$ cat config.mk
export PLATFORM = sky130hd
export DESIGN_NAME = date_time_setter
export DESIGN_NICKNAME = d
export VERILOG_FILES = /design/src/hw/rtl/dts_pkg.sv /design/src/hw/rtl/dts_clamp.sv /design/src/hw/rtl/date_time_setter.sv
export VERILOG_INCLUDE_DIRS = /design/src /design/src/hw/rtl
export SDC_FILE = /design/constraint.sdc
export NUM_CORES = 1
export LEC_CHECK = 0
export ABC_AREA = 0
export ABC_CLOCK_PERIOD_IN_PS = 9600
export BUFFER_PORTS_ARGS = -buffer_cell sky130_fd_sc_hd__buf_2
export CAP_MARGIN = 10
export CORE_MARGIN = 3
export CORE_UTILIZATION = 64
export DETAILED_ROUTE_END_ITERATION = 6
export PLACE_DENSITY = 0.86
export SETUP_SLACK_MARGIN = 0.02
export SLEW_MARGIN = 5
export SYNTH_ARGS = -nofsm -noshare
export SYNTH_HDL_FRONTEND = slang
export SYNTH_SLANG_ARGS = --single-unit
$ cat constraint.sdc
create_clock -name i_clk -period 9.6 [get_ports i_clk]
set_input_delay 0.96 -clock i_clk [delete_from_list [all_inputs] [get_ports i_clk]]
set_output_delay 0.96 -clock i_clk [all_outputs]
set_load 0.1 [all_outputs]
$ cat src/hw/rtl/assert_macros.svh
// Assertion macros shared by the date/time setter RTL.
`ifndef ASSERT_MACROS_SVH
`define ASSERT_MACROS_SVH

// Clocked assertion, masked while reset is held.
`define DTS_ASSERT(lbl, clk, rst_n, prop, msg) \
    lbl: assert property (@(posedge clk) disable iff (!(rst_n)) prop) else $error(msg);

// Clocked assertion that stays live through reset.
`define DTS_ASSERT_NORST(lbl, clk, prop, msg) \
    lbl: assert property (@(posedge clk) prop) else $error(msg);

`endif

$ cat src/hw/rtl/dts_pkg.sv
// Types, constants and calendar helpers for the date/time setter.
package dts_pkg;

    // Request codes; code 7 is unused and does nothing.
    typedef enum logic [2:0] {
        REQ_LEFT   = 3'd0,
        REQ_CENTER = 3'd1,
        REQ_RIGHT  = 3'd2,
        REQ_UP     = 3'd3,
        REQ_DOWN   = 3'd4,
        REQ_TICK   = 3'd5,
        REQ_LOAD   = 3'd6
    } t_req;

    // Cursor positions.
    typedef enum logic [2:0] {
        FLD_HOUR   = 3'd0,
        FLD_MINUTE = 3'd1,
        FLD_SECOND = 3'd2,
        FLD_DAY    = 3'd3,
        FLD_MONTH  = 3'd4,
        FLD_YEAR   = 3'd5
    } t_field;

    typedef struct packed {
        logic [4:0]  hour;
        logic [5:0]  minute;
        logic [5:0]  second;
        logic [4:0]  day;
        logic [3:0]  month;
        logic [11:0] year;
    } t_time;

    localparam logic [4:0]  HOUR_MAX  = 5'd23;
    localparam logic [5:0]  MIN_MAX   = 6'd59;
    localparam logic [4:0]  DAY_MIN   = 5'd1;
    localparam logic [4:0]  DAY_MAX   = 5'd31;
    localparam logic [3:0]  MONTH_MIN = 4'd1;
    localparam logic [3:0]  MONTH_MAX = 4'd12;
    localparam logic [11:0] YEAR_MIN  = 12'd1900;
    localparam logic [11:0] YEAR_MAX  = 12'd2100;
    localparam logic [11:0] YEAR_RST  = 12'd2000;

    localparam t_time TIME_RST = '{
        hour: 5'd0, minute: 6'd0, second: 6'd0,
        day: 5'd1, month: 4'd1, year: YEAR_RST
    };

    // Days in month. Year must already be in 1900..2100: inside that span
    // the only century years are 1900 and 2100 (not leap) and 2000 (leap).
    function automatic logic [4:0] month_len(input logic [3:0] m, input logic [11:0] y);
        logic leap;
        logic [4:0] len;
        leap = (y[1:0] == 2'b00) && (y != YEAR_MIN) && (y != YEAR_MAX);
        case (m)
            4'd4, 4'd6, 4'd9, 4'd11: len = 5'd30;
            4'd2: len = leap ? 5'd29 : 5'd28;
            default: len = 5'd31;
        endcase
        return len;
    endfunction

endpackage

$ cat src/hw/rtl/dts_clamp.sv
// Range clamp of a raw time to a legal calendar time.
module dts_clamp (
    input  dts_pkg::t_time i_raw,
    output dts_pkg::t_time o_time
);

    logic [11:0] w_year;
    logic [3:0]  w_month;
    logic [4:0]  w_mlen;

    always_comb begin
        if (i_raw.year < dts_pkg::YEAR_MIN) begin
            w_year = dts_pkg::YEAR_MIN;
        end else if (i_raw.year > dts_pkg::YEAR_MAX) begin
            w_year = dts_pkg::YEAR_MAX;
        end else begin
            w_year = i_raw.year;
        end

        if (i_raw.month < dts_pkg::MONTH_MIN) begin
            w_month = dts_pkg::MONTH_MIN;
        end else if (i_raw.month > dts_pkg::MONTH_MAX) begin
            w_month = dts_pkg::MONTH_MAX;
        end else begin
            w_month = i_raw.month;
        end

        // day depends on the already clamped month and year
        w_mlen = dts_pkg::month_len(w_month, w_year);

        o_time.year  = w_year;
        o_time.month = w_month;
        if (i_raw.day < dts_pkg::DAY_MIN) begin
            o_time.day = dts_pkg::DAY_MIN;
        end else if (i_raw.day > w_mlen) begin
            o_time.day = w_mlen;
        end else begin
            o_time.day = i_raw.day;
        end
        o_time.hour   = (i_raw.hour > dts_pkg::HOUR_MAX) ? dts_pkg::HOUR_MAX : i_raw.hour;
        o_time.minute = (i_raw.minute > dts_pkg::MIN_MAX) ? dts_pkg::MIN_MAX : i_raw.minute;
        o_time.second = (i_raw.second > dts_pkg::MIN_MAX) ? dts_pkg::MIN_MAX : i_raw.second;
    end

endmodule

$ cat src/hw/rtl/date_time_setter.sv
// Date/time setter top level: button/knob editor for a calendar time.
// Each accepted word is one user event (left/center/right click, knob up or
// down, tick, or load of a full time) and gives exactly one result word that
// shows the time, edit flag and cursor after that event, plus a commit flag
// that is set only for a center click that ends an edit. Words pass the
// input and then the result register; one word is taken every cycle unless
// the output stalls, as the state update is a single pass of step-and-clamp
// logic between the two registers. After reset the time is 00:00:00 on
// 2000-01-01, not editing, cursor on the hour. Years saturate at 1900 and
// 2100, the day is held within the month length (Gregorian leap years).
`include "assert_macros.svh"

module date_time_setter (
    input  logic        i_clk,
    input  logic        i_rst_n,
    // event word in
    input  logic        i_valid,
    output logic        o_stall,
    input  logic [2:0]  i_req_type,
    input  logic [11:0] i_load_year,
    input  logic [3:0]  i_load_month,
    input  logic [4:0]  i_load_day,
    input  logic [4:0]  i_load_hour,
    input  logic [5:0]  i_load_minute,
    input  logic [5:0]  i_load_second,
    // result word out
    output logic        o_valid,
    input  logic        i_stall,
    output logic [4:0]  o_hour_out,
    output logic [5:0]  o_minute_out,
    output logic [5:0]  o_second_out,
    output logic [4:0]  o_day_out,
    output logic [3:0]  o_month_out,
    output logic [11:0] o_year_out,
    output logic        o_editing,
    output logic [2:0]  o_cursor,
    output logic        o_commit
);

    // input register
    logic                r_in_valid;
    logic [2:0]          r_req;
    dts_pkg::t_time      r_load;

    // editor state
    dts_pkg::t_time      r_time;
    logic                r_edit;
    dts_pkg::t_field     r_cursor;

    // result register
    logic                r_out_valid;
    dts_pkg::t_time      r_out_time;
    logic                r_out_edit;
    dts_pkg::t_field     r_out_cursor;
    logic                r_out_commit;

    // next state
    dts_pkg::t_time      w_raw;
    dts_pkg::t_time      n_time;
    logic                n_edit;
    dts_pkg::t_field     n_cursor;
    logic                n_commit;

    logic                w_up;
    logic                w_out_ready;
    logic                w_move;
    logic                w_accept;

    // Handshake: the result register frees when empty or being taken; the
    // input register hands its word on whenever the result register frees.
    assign w_out_ready = !r_out_valid || !i_stall;
    assign w_move      = r_in_valid && w_out_ready;
    assign o_stall     = r_in_valid && !w_out_ready;
    assign w_accept    = i_valid && !o_stall;

    always_ff @(posedge i_clk) begin
        if (!i_rst_n) begin
            r_in_valid <= 1'b0;
        end else if (w_accept) begin
            r_in_valid <= 1'b1;
        end else if (w_move) begin
            r_in_valid <= 1'b0;
        end
    end

    always_ff @(posedge i_clk) begin
        if (w_accept) begin
            r_req         <= i_req_type;
            r_load.year   <= i_load_year;
            r_load.month  <= i_load_month;
            r_load.day    <= i_load_day;
            r_load.hour   <= i_load_hour;
            r_load.minute <= i_load_minute;
            r_load.second <= i_load_second;
        end
    end

    // Step logic. Stored fields are always legal, so a knob step only needs
    // saturation at the field's own bounds; the day is then re-clamped to
    // the month length by the clamp unit, which also covers month and year
    // steps that shorten the month. On idle events the clamp sees the
    // current (legal) time and passes it unchanged.
    assign w_up = (r_req == dts_pkg::REQ_UP);

    always_comb begin
        w_raw    = r_time;
        n_edit   = r_edit;
        n_cursor = r_cursor;
        n_commit = 1'b0;
        case (r_req)
            dts_pkg::REQ_LEFT: begin
                if (!r_edit) begin
                    n_edit = 1'b1;              // first click only enters editing
                end else if (r_cursor != dts_pkg::FLD_HOUR) begin
                    n_cursor = dts_pkg::t_field'(r_cursor - 3'd1);
                end
            end
            dts_pkg::REQ_RIGHT: begin
                if (!r_edit) begin
                    n_edit = 1'b1;
                end else if (r_cursor != dts_pkg::FLD_YEAR) begin
                    n_cursor = dts_pkg::t_field'(r_cursor + 3'd1);
                end
            end
            dts_pkg::REQ_CENTER: begin
                if (r_edit) begin
                    n_commit = 1'b1;
                    n_edit   = 1'b0;
                end
            end
            dts_pkg::REQ_UP, dts_pkg::REQ_DOWN: begin
                if (r_edit) begin
                    case (r_cursor)
                        dts_pkg::FLD_HOUR: begin
                            if (w_up) begin
                                if (r_time.hour != dts_pkg::HOUR_MAX) begin
                                    w_raw.hour = r_time.hour + 5'd1;
                                end
                            end else if (r_time.hour != 5'd0) begin
                                w_raw.hour = r_time.hour - 5'd1;
                            end
                        end
                        dts_pkg::FLD_MINUTE: begin
                            if (w_up) begin
                                if (r_time.minute != dts_pkg::MIN_MAX) begin
                                    w_raw.minute = r_time.minute + 6'd1;
                                end
                            end else if (r_time.minute != 6'd0) begin
                                w_raw.minute = r_time.minute - 6'd1;
                            end
                        end
                        dts_pkg::FLD_SECOND: begin
                            if (w_up) begin
                                if (r_time.second != dts_pkg::MIN_MAX) begin
                                    w_raw.second = r_time.second + 6'd1;
                                end
                            end else if (r_time.second != 6'd0) begin
                                w_raw.second = r_time.second - 6'd1;
                            end
                        end
                        dts_pkg::FLD_DAY: begin
                            if (w_up) begin
                                if (r_time.day != dts_pkg::DAY_MAX) begin
                                    w_raw.day = r_time.day + 5'd1;
                                end
                            end else if (r_time.day != dts_pkg::DAY_MIN) begin
                                w_raw.day = r_time.day - 5'd1;
                            end
                        end
                        dts_pkg::FLD_MONTH: begin
                            if (w_up) begin
                                if (r_time.month != dts_pkg::MONTH_MAX) begin
                                    w_raw.month = r_time.month + 4'd1;
                                end
                            end else if (r_time.month != dts_pkg::MONTH_MIN) begin
                                w_raw.month = r_time.month - 4'd1;
                            end
                        end
                        dts_pkg::FLD_YEAR: begin
                            if (w_up) begin
                                if (r_time.year != dts_pkg::YEAR_MAX) begin
                                    w_raw.year = r_time.year + 12'd1;
                                end
                            end else if (r_time.year != dts_pkg::YEAR_MIN) begin
                                w_raw.year = r_time.year - 12'd1;
                            end
                        end
                        default: begin
                        end
                    endcase
                end
            end
            dts_pkg::REQ_LOAD: begin
                // load works in any mode, edit flag and cursor untouched
                w_raw = r_load;
            end
            default: begin
                // tick and unused code: no change
            end
        endcase
    end

    dts_clamp u_clamp (
        .i_raw  (w_raw),
        .o_time (n_time)
    );

    always_ff @(posedge i_clk) begin
        if (!i_rst_n) begin
            r_time   <= dts_pkg::TIME_RST;
            r_edit   <= 1'b0;
            r_cursor <= dts_pkg::FLD_HOUR;
        end else if (w_move) begin
            r_time   <= n_time;
            r_edit   <= n_edit;
            r_cursor <= n_cursor;
        end
    end

    always_ff @(posedge i_clk) begin
        if (!i_rst_n) begin
            r_out_valid <= 1'b0;
        end else if (w_move) begin
            r_out_valid <= 1'b1;
        end else if (!i_stall) begin
            r_out_valid <= 1'b0;
        end
    end

    always_ff @(posedge i_clk) begin
        if (w_move) begin
            r_out_time   <= n_time;
            r_out_edit   <= n_edit;
            r_out_cursor <= n_cursor;
            r_out_commit <= n_commit;
        end
    end

    assign o_valid      = r_out_valid;
    assign o_hour_out   = r_out_time.hour;
    assign o_minute_out = r_out_time.minute;
    assign o_second_out = r_out_time.second;
    assign o_day_out    = r_out_time.day;
    assign o_month_out  = r_out_time.month;
    assign o_year_out   = r_out_time.year;
    assign o_editing    = r_out_edit;
    assign o_cursor     = r_out_cursor;
    assign o_commit     = r_out_commit;

    // ---- assertions ----
    `DTS_ASSERT_NORST(a_rst_no_result, i_clk, !i_rst_n |=> !o_valid, "result valid after reset")
    `DTS_ASSERT(a_commit_exits, i_clk, i_rst_n, o_valid && o_commit |-> !o_editing, "commit while editing")
    `DTS_ASSERT(a_year_range, i_clk, i_rst_n, o_valid |-> (o_year_out >= dts_pkg::YEAR_MIN) && (o_year_out <= dts_pkg::YEAR_MAX), "year out of range")
    `DTS_ASSERT(a_day_range, i_clk, i_rst_n, o_valid |-> (o_day_out != 5'd0) && (o_day_out <= dts_pkg::month_len(o_month_out, o_year_out)), "day beyond month length")
    `DTS_ASSERT(a_cursor_step, i_clk, i_rst_n, w_move |=> (r_cursor == $past(r_cursor)) || (r_cursor == $past(r_cursor) + 3'd1) || (r_cursor + 3'd1 == $past(r_cursor)), "cursor jumped")

endmodule

==> impl_metrics.toml, run 1 <==
[pwr]
leakage_nw = 3.376
internal-power_mw = 1.143
total_power_mw = 1.596
p_sw_uw = 453.8
p_clk_share_pct = 42.5
powerDensity_nw_per_um2 = 181.4
seqPwrFrac_pct = 40.9
irDropWorstVdd_mv = 0.1651
p_comb_share_pct = 16.6
p_sw_share_pct = 28.43

[floorplan]
coreArea_sq_um = 11660
num_rows = 39
ios = 90
die_area_sq_um = 13540
start_util_pct = 66.84
die_y_um = 116.4
die_x_um = 116.4

[detailed_routing]
via_per_inst = 6.818
maxUsedRoutingLayer = "met4"
met2_length_um = 10410
vias = 7282
wl_met3_um = 2376
ant_nets = 0
drc = 0
drtIter0Drc = 1074
wl_met1_um = 9290
wl_um = 22900
dr.pass1.iters = 7
wl_per_cell_um = 21.44

[critical_path]
critPathRequiredTime_ns = 9.96
cp-end-kind = "register"
crit_path_max_fanout = 40
critPathSlowestCell = "and3b_2"
arrival_ns = 6.01
crit_path_frequent_cell = "nand2_1"
reg2reg_to = "r_time[17]$_SDFFE_PN0P_"
start_kind = "register"
r2r_cells = 15
crit_chain = "and3b_2 -> o21ai_1 -> o32a_4 -> or4_1 -> a211oi_2 -> nand2_2 -> a21oi_4 -> o21a_1 -> ha_1 -> nand2_1 -> o21ai_0 -> nor4b_1 -> mux2i_1 -> nand2_1 -> a21oi_1"
reg2reg_from = "r_req[0]$_DFFE_PP_"
regToRegSetupSlack_ns = 3.95
slowest_delay_ns = 0.84
path_class = "register to register"

[timing]
finalMaxSlewViolations = 0
slew_headroom_pct = 31.20
clock.fmax_ghz = 0.1771
finalSetupTns_ns = 0
skew_ns = 0.009214
setup_viol = 0
rsz0062_at_grt = "false"
worst_slew_pin_slew_ns = 1.032
hold_viol = 0
finalCritPeriodShare_pct = 58.82
period_needed_ns = 5.647

[synthesis]
synth-async-reset-ratio_pct = 0
yosysSeqAreaShare_pct = 43.66
yosysWarnings = 0
synth_edf_count = 84
syn-cell-area_sq_um = 7795
syn-instance-count = 853
syn_nets = 922
synth.avg_cell_area_sq_um = 9.138
ys_seq_elements = 128
ys.flop_type = "edfxtp_1"
synth_cell_type_count = 96

[placement]
gp_congestion = 0.9352
hpwl_um = 14970
portBuffers = 89

[finish]
layout_common_cells = "nor2_1 (95), nand2_1 (90), buf_2 (89)"
drive_gt1_share_pct = 18.16
fin_nets = 981
n_antenna_cell = 0
layout_commonest_cell = "nor2_1"
area_growth_pct = 12.91

[global_route]
track_usage_pct = 34.80
grt_max_degree = 86
gr-total-overflow = 0
grt_first_pass_wirelength_um = 36110
antenna_found_initial = 0
grt_pass1_vias = 6929

[clocking]
htreeDepth = 4
cts_resized = 0
clk_pin_slew_ns = 0.06
root_buffer = "clkbuf_16"
clock_path_buffers = 2
cts_tree = "yes"
ctsHoldBuffers = 0
postCtsSetupBuffers = 0
cts_inserted_buffers = 17
clock_latency_ns = 0.43
clock-sinks = 128

[job]
maxCapViolations = 0

[min_path]
hp-class = "register to register"
hold_depth = 2
min_from = "r_in_valid$_SDFFE_PN0P_"
hold_end = "o_valid$_SDFFE_PN0P_"

[run_status]
status = "completed"
## synthesized netlist by cell type (all sizes together) (12+ instances only)
| library cell | instances | area share (%) |
|---|---|---|
| a21oi | 45 | 3.0 |
| a31oi | 14 | 1.2 |
| dfxtp | 44 | 11 |
| nand4 | 14 | 1.1 |
| o22ai | 12 | 0.96 |
| nor3 | 28 | 1.9 |
| edfxtp | 84 | 32 |
| nor2 | 95 | 4.6 |
| nand3 | 29 | 1.9 |
| nand2 | 91 | 4.4 |
| a211oi | 25 | 2.5 |
| clkbuf | 49 | 3.0 |
| inv | 38 | 1.8 |
| ha | 24 | 3.9 |
| o21ai | 54 | 3.5 |
## power groups by stage
stage	registers [mW]	clock network, mW	logic (mW)
2_1_floorplan	0.714	0	0.145
3_3_place_gp	0.661	0	0.253
3_5_place_dp	0.662	0	0.257
4_1_cts	0.652	0.678	0.260
5_1_grt	0.656	0.704	0.284
6_report	0.653	0.679	0.264
## registers in the layout, indices dropped and copies added (netlist names)
register and count:
o_commit 1, o_editing 1, o_day_out 5, r_in_valid 1, r_edit 1, o_valid 1, o_minute_out 6, o_second_out 6
r_req 3, o_hour_out 5, r_time 38, r_cursor 3, o_month_out 4, o_year_out 12, r_load 38, o_cursor 3
## layer usage
layer | GRT usage (%) | vias to the layer above
li1 | - | 3310
met1 | 46.14 | 3421
met2 | 53.28 | 481
met3 | 9.326 | 70
met4 | 16.32 | 0
met5 | 0 | -
## metrics by stage
step | hold slack, ns | util (%) | std cells | area [sq um] | setup WS (ns)
2_1_floorplan | 0.4507 | - | 853 | 7795 | 5.322
3_3_place_gp | 0.4680 | 70.24 | 1036 | 8192 | 4.397
3_5_place_dp | 0.4867 | 70.24 | 1036 | 8192 | 4.205
4_1_cts | 0.4993 | 75.46 | 1068 | 8801 | 4.092
5_1_grt | 0.5472 | 75.46 | 1068 | 8801 | 3.596
6_report | 0.4969 | 75.46 | 1068 | 8801 | 3.953
## final cells by class
cell class                 instances  area [sq um]
fill                             793          2861
sequential                       128          3403
tap                              143         178.9
timing repair buffer              97         505.5
clock buffer                      25         475.5
clock inverter                     7         133.9
inverter                          39         146.4
multi-input combinational        629          3958
## cells by family (layout without fill, tap and decap cells)
kind of cell / after synthesis / count (layout) / share of synthesized area [%]
AOI/OAI and AO/OA: 246 / 246 / 22.34
DFF: 128 / 128 / 43.66
and+or+nand+nor: 337 / 337 / 21.81
xor gates and xnor gates: 12 / 12 / 1.348
buffers and inverters: 96 / 168 / 5.666
adders and majority gates: 24 / 24 / 3.852
muxes: 10 / 10 / 1.316
## critical path, delay by kind of cell (launching register included)
| kind | cells | cell delay, ns |
|---|---|---|
| flops | 1 | 0.74 |
| mux | 1 | 0.32 |
| compound gates | 7 | 1.86 |
| fa+ha+maj | 1 | 0.22 |
| simple gates | 6 | 2.41 |
## how the worst max path moves through the flow
stage	startpoint	endpoint	slack, ns
2_1_floorplan	r_time[8]$_SDFFE_PN1P_	r_time[17]$_SDFFE_PN0P_	5.32
3_3_place_gp	r_req[0]$_DFFE_PP_	r_time[17]$_SDFFE_PN0P_	4.40
3_5_place_dp	r_req[0]$_DFFE_PP_	r_time[17]$_SDFFE_PN0P_	4.20
4_1_cts	r_req[0]$_DFFE_PP_	r_time[17]$_SDFFE_PN0P_	4.09
5_1_grt	r_req[0]$_DFFE_PP_	r_time[17]$_SDFFE_PN0P_	3.60
6_report	r_req[0]$_DFFE_PP_	r_time[17]$_SDFFE_PN0P_	3.95
(Power assumes the default switching activity.)
==> inputs of run 2 (changes only) <==
--- a/config.mk
+++ b/config.mk
@@ -6,14 +6,14 @@
 export SDC_FILE = /design/constraint.sdc
 export NUM_CORES = 1
 export LEC_CHECK = 0
-export ABC_AREA = 0
-export ABC_CLOCK_PERIOD_IN_PS = 9600
+export ABC_AREA = 1
+export ABC_CLOCK_PERIOD_IN_PS = 5400
 export BUFFER_PORTS_ARGS = -buffer_cell sky130_fd_sc_hd__buf_2
 export CAP_MARGIN = 10
 export CORE_MARGIN = 3
-export CORE_UTILIZATION = 64
+export CORE_UTILIZATION = 59
 export DETAILED_ROUTE_END_ITERATION = 6
-export PLACE_DENSITY = 0.86
+export PLACE_DENSITY = 0.81
 export SETUP_SLACK_MARGIN = 0.02
 export SLEW_MARGIN = 5
 export SYNTH_ARGS = -nofsm -noshare
==> constraint.sdc (replaced) <==
create_clock -name i_clk -period 5.4 [get_ports i_clk]
set_input_delay 0.54 -clock i_clk [delete_from_list [all_inputs] [get_ports i_clk]]
set_output_delay 0.54 -clock i_clk [all_outputs]
set_load 0.1 [all_outputs]
==> run 2 against run 1 <==
Maximum frequency is 28% higher. Utilization decreased by 4.2 points. Count of clock-buffer cells in the layout down 6. First-iteration DRC count is 31% lower. Via count is 6.9% lower. Highest routed layer unchanged.
==> impl_metrics.toml, run 2 <==
[run_status]
status = "completed"

[detailed_routing]
via_per_inst = 5.666
dr.pass1.iters = 6
wl_per_cell_um = 15.55
wl_um = 18610
ant_nets = 0
drc = 0
drtIter0Drc = 741
vias = 6782

[placement]
portBuffers = 89
gp_congestion = 0.9253
post-place-cells = 1165
place_area_sq_um = 8129
hpwl_um = 12380

[clocking]
root_buffer = "clkbuf_16"
postCtsSetupBuffers = 0
cts_tree = "yes"
clock-sinks = 128
htreeDepth = 4
clk_pin_slew_ns = 0.06
clock_latency_ns = 0.42
cts_inserted_buffers = 17
ctsHoldBuffers = 0
clock_path_buffers = 2
cts_resized = 0

[critical_path]
regToRegSetupSlack_ns = 0.99
crit_chain = "inv_2 -> nand3_4 -> nand2_2 -> nor2_4 -> buf_4 -> nand2_1 -> nand2_1 -> a21oi_1 -> nand2_1 -> nor2_1 -> nand2_2 -> nand2_4 -> o311ai_0 -> nand3_1 -> nand2_1 -> a21boi_0 -> ha_1 -> nand2_1 -> o211a_1 -> nand3_1 -> inv_1 -> nor2_1 -> a21oi_1 -> nand2_2"
critPathRequiredTime_ns = 5.57
reg2reg_to = "o_day_out[0]$_DFFE_PP_"
crit_path_frequent_cell = "nand2_1"
slowest_delay_ns = 0.55
r2r_cells = 24
arrival_ns = 4.58
path_class = "register to register"
cp-end-kind = "register"
critPathSlowestCell = "nand2_2"
reg2reg_from = "r_req[2]$_DFFE_PP_"
start_kind = "register"
crit_path_max_fanout = 31

[finish]
instances_no_fill = 1197
layout_commonest_cell = "nand2_1"
area_growth_pct = 15.20
reg_top3 = "r_load (38), r_time (38), o_year_out (12)"
fin_area_sq_um = 8780
fin_nets = 1085
utilization_pct = 71.31
layout_common_cells = "nand2_1 (198), inv_1 (110), buf_2 (89)"
drive_gt1_share_pct = 17.69
n_antenna_cell = 0
final.fill_count = 1017

[pwr]
total_power_mw = 3.023
leakage_nw = 3.830
powerDensity_nw_per_um2 = 344.3
irDropWorstVdd_mv = 0.2973

[timing]
period_needed_ns = 4.406
clock.fmax_ghz = 0.2270
finalSetupTns_ns = 0
worst_slew_pin_slew_ns = 0.8701
finalMaxSlewViolations = 0
slew_headroom_pct = 41.99
skew_ns = 0.009395
hold_viol = 0
finalCritPeriodShare_pct = 81.59
setup_viol = 0
rsz0062_at_grt = "false"

[min_path]
min_from = "i_load_hour[2]"
hp-class = "input port to register"
hold_depth = 1
hold_end = "r_load[35]$_DFFE_PP_"

[synthesis]
synth_top_family_by_area = "simple AND/OR/NAND/NOR gates"
ys_seq_elements = 128
syn-cell-area_sq_um = 7621
syn-instance-count = 939
synth-adder-area-share_pct = 3.940
synth_edf_count = 84
synth_most_common_cell = "nand2_1"
synth.area.top_cells = "edfxtp_1 (33%), dfxtp_1 (12%), nand2_1 (9.8%)"
synth_common_cells = "nand2_1 (198), inv_1 (111), o21ai_0 (85), edfxtp_1 (84), nor2_1 (60)"
ys.flop_type = "edfxtp_1"
synthMuxAreaShare_pct = 0
synth-async-reset-ratio_pct = 0
synth_compound_area_share_pct = 16.98
synthXorXnorAreaFrac_pct = 3.448
yosysSeqAreaShare_pct = 44.66
synth_area_leader_cell = "edfxtp_1"
synthSimpleGateAreaFrac_pct = 21.82
synth_cell_type_count = 51
yosysTopAreaCellShare_pct = 33.10
yosysWarnings = 0
syn_nets = 1008
synth.avg_cell_area_sq_um = 8.116

[job]
maxCapViolations = 0

[global_route]
gr-total-overflow = 0
grt_first_pass_wirelength_um = 30880
track_usage_pct = 26.73
grt_max_degree = 77
grt_pass1_vias = 6464
antenna_found_initial = 0

[floorplan]
coreArea_sq_um = 12310
ios = 90
num_rows = 40
die_area_sq_um = 14320
die_x_um = 119.7
die_y_um = 119.7
start_util_pct = 61.90
-- run 2: changes by cell type after synthesis, moves of 14 or more --
cell / before / now
inv_2: 0 / 14
xor2_1: 3 / 22
o21ai_0: 52 / 85
clkbuf_1: 44 / 19
nand3_1: 28 / 58
nand2_1: 90 / 198
a211oi_1: 24 / 8
nor2_1: 95 / 60
inv_1: 38 / 111
-- run 2: logic make-up after synthesis --
family | count (synthesis)
buffers and inverters | 167
AND/OR/NAND/NOR | 371
AO/OA/AOI/OAI | 219
adder cells (fa/ha/maj) | 24
flip-flops | 128
XOR/XNOR | 30
-- run 2: through the flow --
| step | hold WS (ns) | worst slack (ns) |
|---|---|---|
| 2_1_floorplan | 0.4569 | 1.755 |
| 3_3_place_gp | 0.4982 | 1.229 |
| 3_5_place_dp | 0.5044 | 1.164 |
| 6_report | 0.2883 | 0.9944 |
| 5_1_grt | 0.2819 | 0.6255 |
| 4_1_cts | 0.2783 | 1.099 |
-- run 2: worst max path at each step --
| stage | startpoint | endpoint | cells after the start |
|---|---|---|---|
| global route | r_req[2]$_DFFE_PP_ | o_day_out[0]$_DFFE_PP_ | 27 |
| floorplan | o_valid$_SDFFE_PN0P_ | r_load[0]$_DFFE_PP_ | 5 |
| global placement | r_req[2]$_DFFE_PP_ | o_day_out[0]$_DFFE_PP_ | 27 |
| CTS | r_req[2]$_DFFE_PP_ | o_day_out[0]$_DFFE_PP_ | 31 |
| detailed placement | r_req[2]$_DFFE_PP_ | o_day_out[0]$_DFFE_PP_ | 31 |
| finish | r_req[2]$_DFFE_PP_ | o_day_out[0]$_DFFE_PP_ | 24 |
-- run 2: metal layers --
| metal | part of all wire, % | GRT usage (%) | up-vias |
|---|---|---|---|
| met5 | 0 | 0 | - |
| met4 | 1.9 | 8.733 | 0 |
| met3 | 8.6 | 6.126 | 37 |
| met2 | 45 | 42.23 | 331 |
| met1 | 44 | 36.65 | 3076 |
| li1 | - | - | 3338 |
-- run 2: power breakdown --
group / switching [mW] / internal [mW] / leakage [nW] / total (mW)
clock: 0.445 / 0.806 / 0.316 / 1.25
combinational: 0.444 / 0.153 / 2.35 / 0.596
sequential: 0.0541 / 1.12 / 1.17 / 1.18
total: 0.943 / 2.08 / 3.83 / 3.02
-- run 2: layout make-up --
class / instances / area [sq um] / share of cell area, %
sequential: 128 / 3403 / 38.76
clock inverter: 13 / 197.7 / 2.252
inverter: 128 / 483.0 / 5.501
timing repair buffer: 97 / 505.5 / 5.757
tap: 168 / 210.2 / 2.394
clock buffer: 19 / 452.9 / 5.159
multi-input combinational: 644 / 3527 / 40.17
-- run 2: critical path: cells and delay by family (launching register included) --
| kind | cells | cell delay, ns |
|---|---|---|
| AND/OR/NAND/NOR | 15 | 1.98 |
| AO/OA/AOI/OAI | 5 | 0.90 |
| buffers and inverters | 3 | 0.52 |
| flip-flops | 1 | 0.47 |
| adder cells (fa/ha/maj) | 1 | 0.25 |
==> inputs of run 3 (changes only) <==
--- a/config.mk
+++ b/config.mk
@@ -7,7 +7,7 @@
 export NUM_CORES = 1
 export LEC_CHECK = 0
 export ABC_AREA = 1
-export ABC_CLOCK_PERIOD_IN_PS = 5400
+export ABC_CLOCK_PERIOD_IN_PS = 4200
 export BUFFER_PORTS_ARGS = -buffer_cell sky130_fd_sc_hd__buf_2
 export CAP_MARGIN = 10
 export CORE_MARGIN = 3
==> constraint.sdc (replaced) <==
create_clock -name i_clk -period 4.2 [get_ports i_clk]
set_input_delay 0.42 -clock i_clk [delete_from_list [all_inputs] [get_ports i_clk]]
set_output_delay 0.42 -clock i_clk [all_outputs]
set_load 0.1 [all_outputs]
==> run 3 against run 2 <==
Flip-flop and latch count unchanged. Total power increased by 23%. Final cell count increased by 1.1%. Global-route usage increased by 0.19 points. Design area increased by 0.56%. Die area unchanged. Sequential share of layout area decreased by 0.19 points. Via count increased by 2.9%. Utilization increased by 0.40 points. Highest routed layer unchanged.
==> impl_metrics.toml, run 3 (synthesis results as in run 2) <==
[run_status]
status = "completed"

[global_route]
gr-total-overflow = 0
grt_first_pass_wirelength_um = 31030
grt_pass1_vias = 6563
track_usage_pct = 26.91
grt_max_degree = 77
antenna_found_initial = 0

[placement]
hpwl_um = 12350
place_area_sq_um = 8182
post-place-cells = 1172
portBuffers = 89
gp_congestion = 0.9494

[detailed_routing]
wl_um = 19040
ant_nets = 0
drc = 0
dr.pass1.iters = 5
wl_per_cell_um = 15.73
via_per_inst = 5.768
vias = 6979
drtIter0Drc = 757

[timing]
slew_headroom_pct = 37.20
clock.fmax_ghz = 0.2623
finalMaxSlewViolations = 0
setup_viol = 0
period_needed_ns = 3.813
worst_slew_pin_slew_ns = 0.9420
rsz0062_at_grt = "false"
finalCritPeriodShare_pct = 90.78
skew_ns = 0.008056
finalSetupTns_ns = 0
hold_viol = 0

[pwr]
p_sw_mw = 1.199
p_sw_share_pct = 32.30
p_clk_share_pct = 38.3
powerDensity_nw_per_um2 = 420.5
irDropWorstVdd_mv = 0.3683
seqPwrFrac_pct = 40.7
p_comb_share_pct = 21.0
internal-power_mw = 2.513
total_power_mw = 3.713
leakage_nw = 3.842

[finish]
seqCellArea_sq_um = 3406
reg_top3 = "r_load (38), r_time (38), o_year_out (12)"
area_growth_pct = 15.84
utilization_pct = 71.71
final.fill_count = 947
instances_no_fill = 1210
multi_input_area_sq_um = 3541
fin_nets = 1098
fin_area_sq_um = 8828
layout_common_cells = "nand2_1 (198), inv_1 (107), buf_2 (89)"
n_antenna_cell = 0
layout_commonest_cell = "nand2_1"
drive_gt1_share_pct = 19.10

[min_path]
hp-class = "input port to register"

[clocking]
clk_pin_slew_ns = 0.06
htreeDepth = 4
cts_tree = "yes"
root_buffer = "clkbuf_16"
clock-sinks = 128
clock_path_buffers = 2
clock_latency_ns = 0.42
cts_inserted_buffers = 17

[floorplan]
ios = 90
die_area_sq_um = 14320
num_rows = 40
start_util_pct = 61.90
die_y_um = 119.7
die_x_um = 119.7
coreArea_sq_um = 12310

[critical_path]
start_kind = "register"
crit_path_max_fanout = 16
cp-end-kind = "register"
critPathSlowestCell = "edfxtp_1"
arrival_ns = 4.11
path_class = "register to register"
crit_path_frequent_cell = "nand2_1"
slowest_delay_ns = 0.51
critPathRequiredTime_ns = 4.50

[job]
maxCapViolations = 0
run 3: cell count changes in the layout (fill, tap and decap cells not counted), sizes merged:
cell and change:
clkbuf -1, clkinv +3, buf +13, inv -4, clkinvlp +4, bufinv -2
run 3: worst max-delay path, delay by kind of cell, from the launching register on:
| kind | cells | cell delay, ns |
|---|---|---|
| and+or+nand+nor | 21 | 1.94 |
| AOI/OAI and AO/OA | 4 | 0.65 |
| DFF | 1 | 0.51 |
| buffers and inverters | 3 | 0.35 |
| adders and majority gates | 1 | 0.24 |
run 3: routing by layer:
layer | track usage (%) | up-vias | part of all wire [%]
li1 | - | 3359 | -
met1 | 35.09 | 3198 | 41
met2 | 42.02 | 372 | 47
met3 | 8.200 | 50 | 9.6
met4 | 10.95 | 0 | 2.4
met5 | 0 | - | 0
run 3: worst paths after layout:
path,startpoint,endpoint,slack [ns],cells past startpoint
setup / recovery,r_req[0]$_DFFE_PP_,r_time[16]$_SDFFE_PN1P_,0.39,29
hold / removal,i_load_month[0],r_load[12]$_DFFE_PP_,0.17,1
setup reg to reg,r_req[0]$_DFFE_PP_,r_time[16]$_SDFFE_PN1P_,0.39,29
hold reg to reg,o_valid$_SDFFE_PN0P_,o_valid$_SDFFE_PN0P_,0.51,2
run 3: repair_timing:
item,CTS,global route
gates resized for setup,0,16
setup buffers,0,6
endpoints found under the setup margin,0,4
hold buffers,0,0
run 3: final cells by class:
| type | instances | share of cell area, % |
|---|---|---|
| multi-input combinational | 644 | 40.11 |
| inverter | 128 | 5.527 |
| sequential | 128 | 38.58 |
| timing repair buffer | 110 | 6.959 |
| clock inverter | 14 | 1.587 |
| clock buffer | 18 | 4.861 |
| tap | 168 | 2.381 |
run 3: power by group through the flow:
stage / clock (mW) / combinational (mW) / sequential (mW)
3_3_place_gp: 0 / 0.748 / 1.53
2_1_floorplan: 0 / 0.426 / 1.70
6_report: 1.42 / 0.781 / 1.51
3_5_place_dp: 0 / 0.758 / 1.53
5_1_grt: 1.50 / 0.855 / 1.52
4_1_cts: 1.43 / 0.767 / 1.51
run 3: stage by stage:
stage | setup WS [ns] | hold WS [ns]
after floorplan | 0.5545 | 0.4569
after global placement | 0.3938 | 0.4959
after detailed placement | 0.2335 | 0.5027
after CTS | 0.1944 | 0.1577
after global routing | 0.04418 | 0.1512
final | 0.3873 | 0.1699
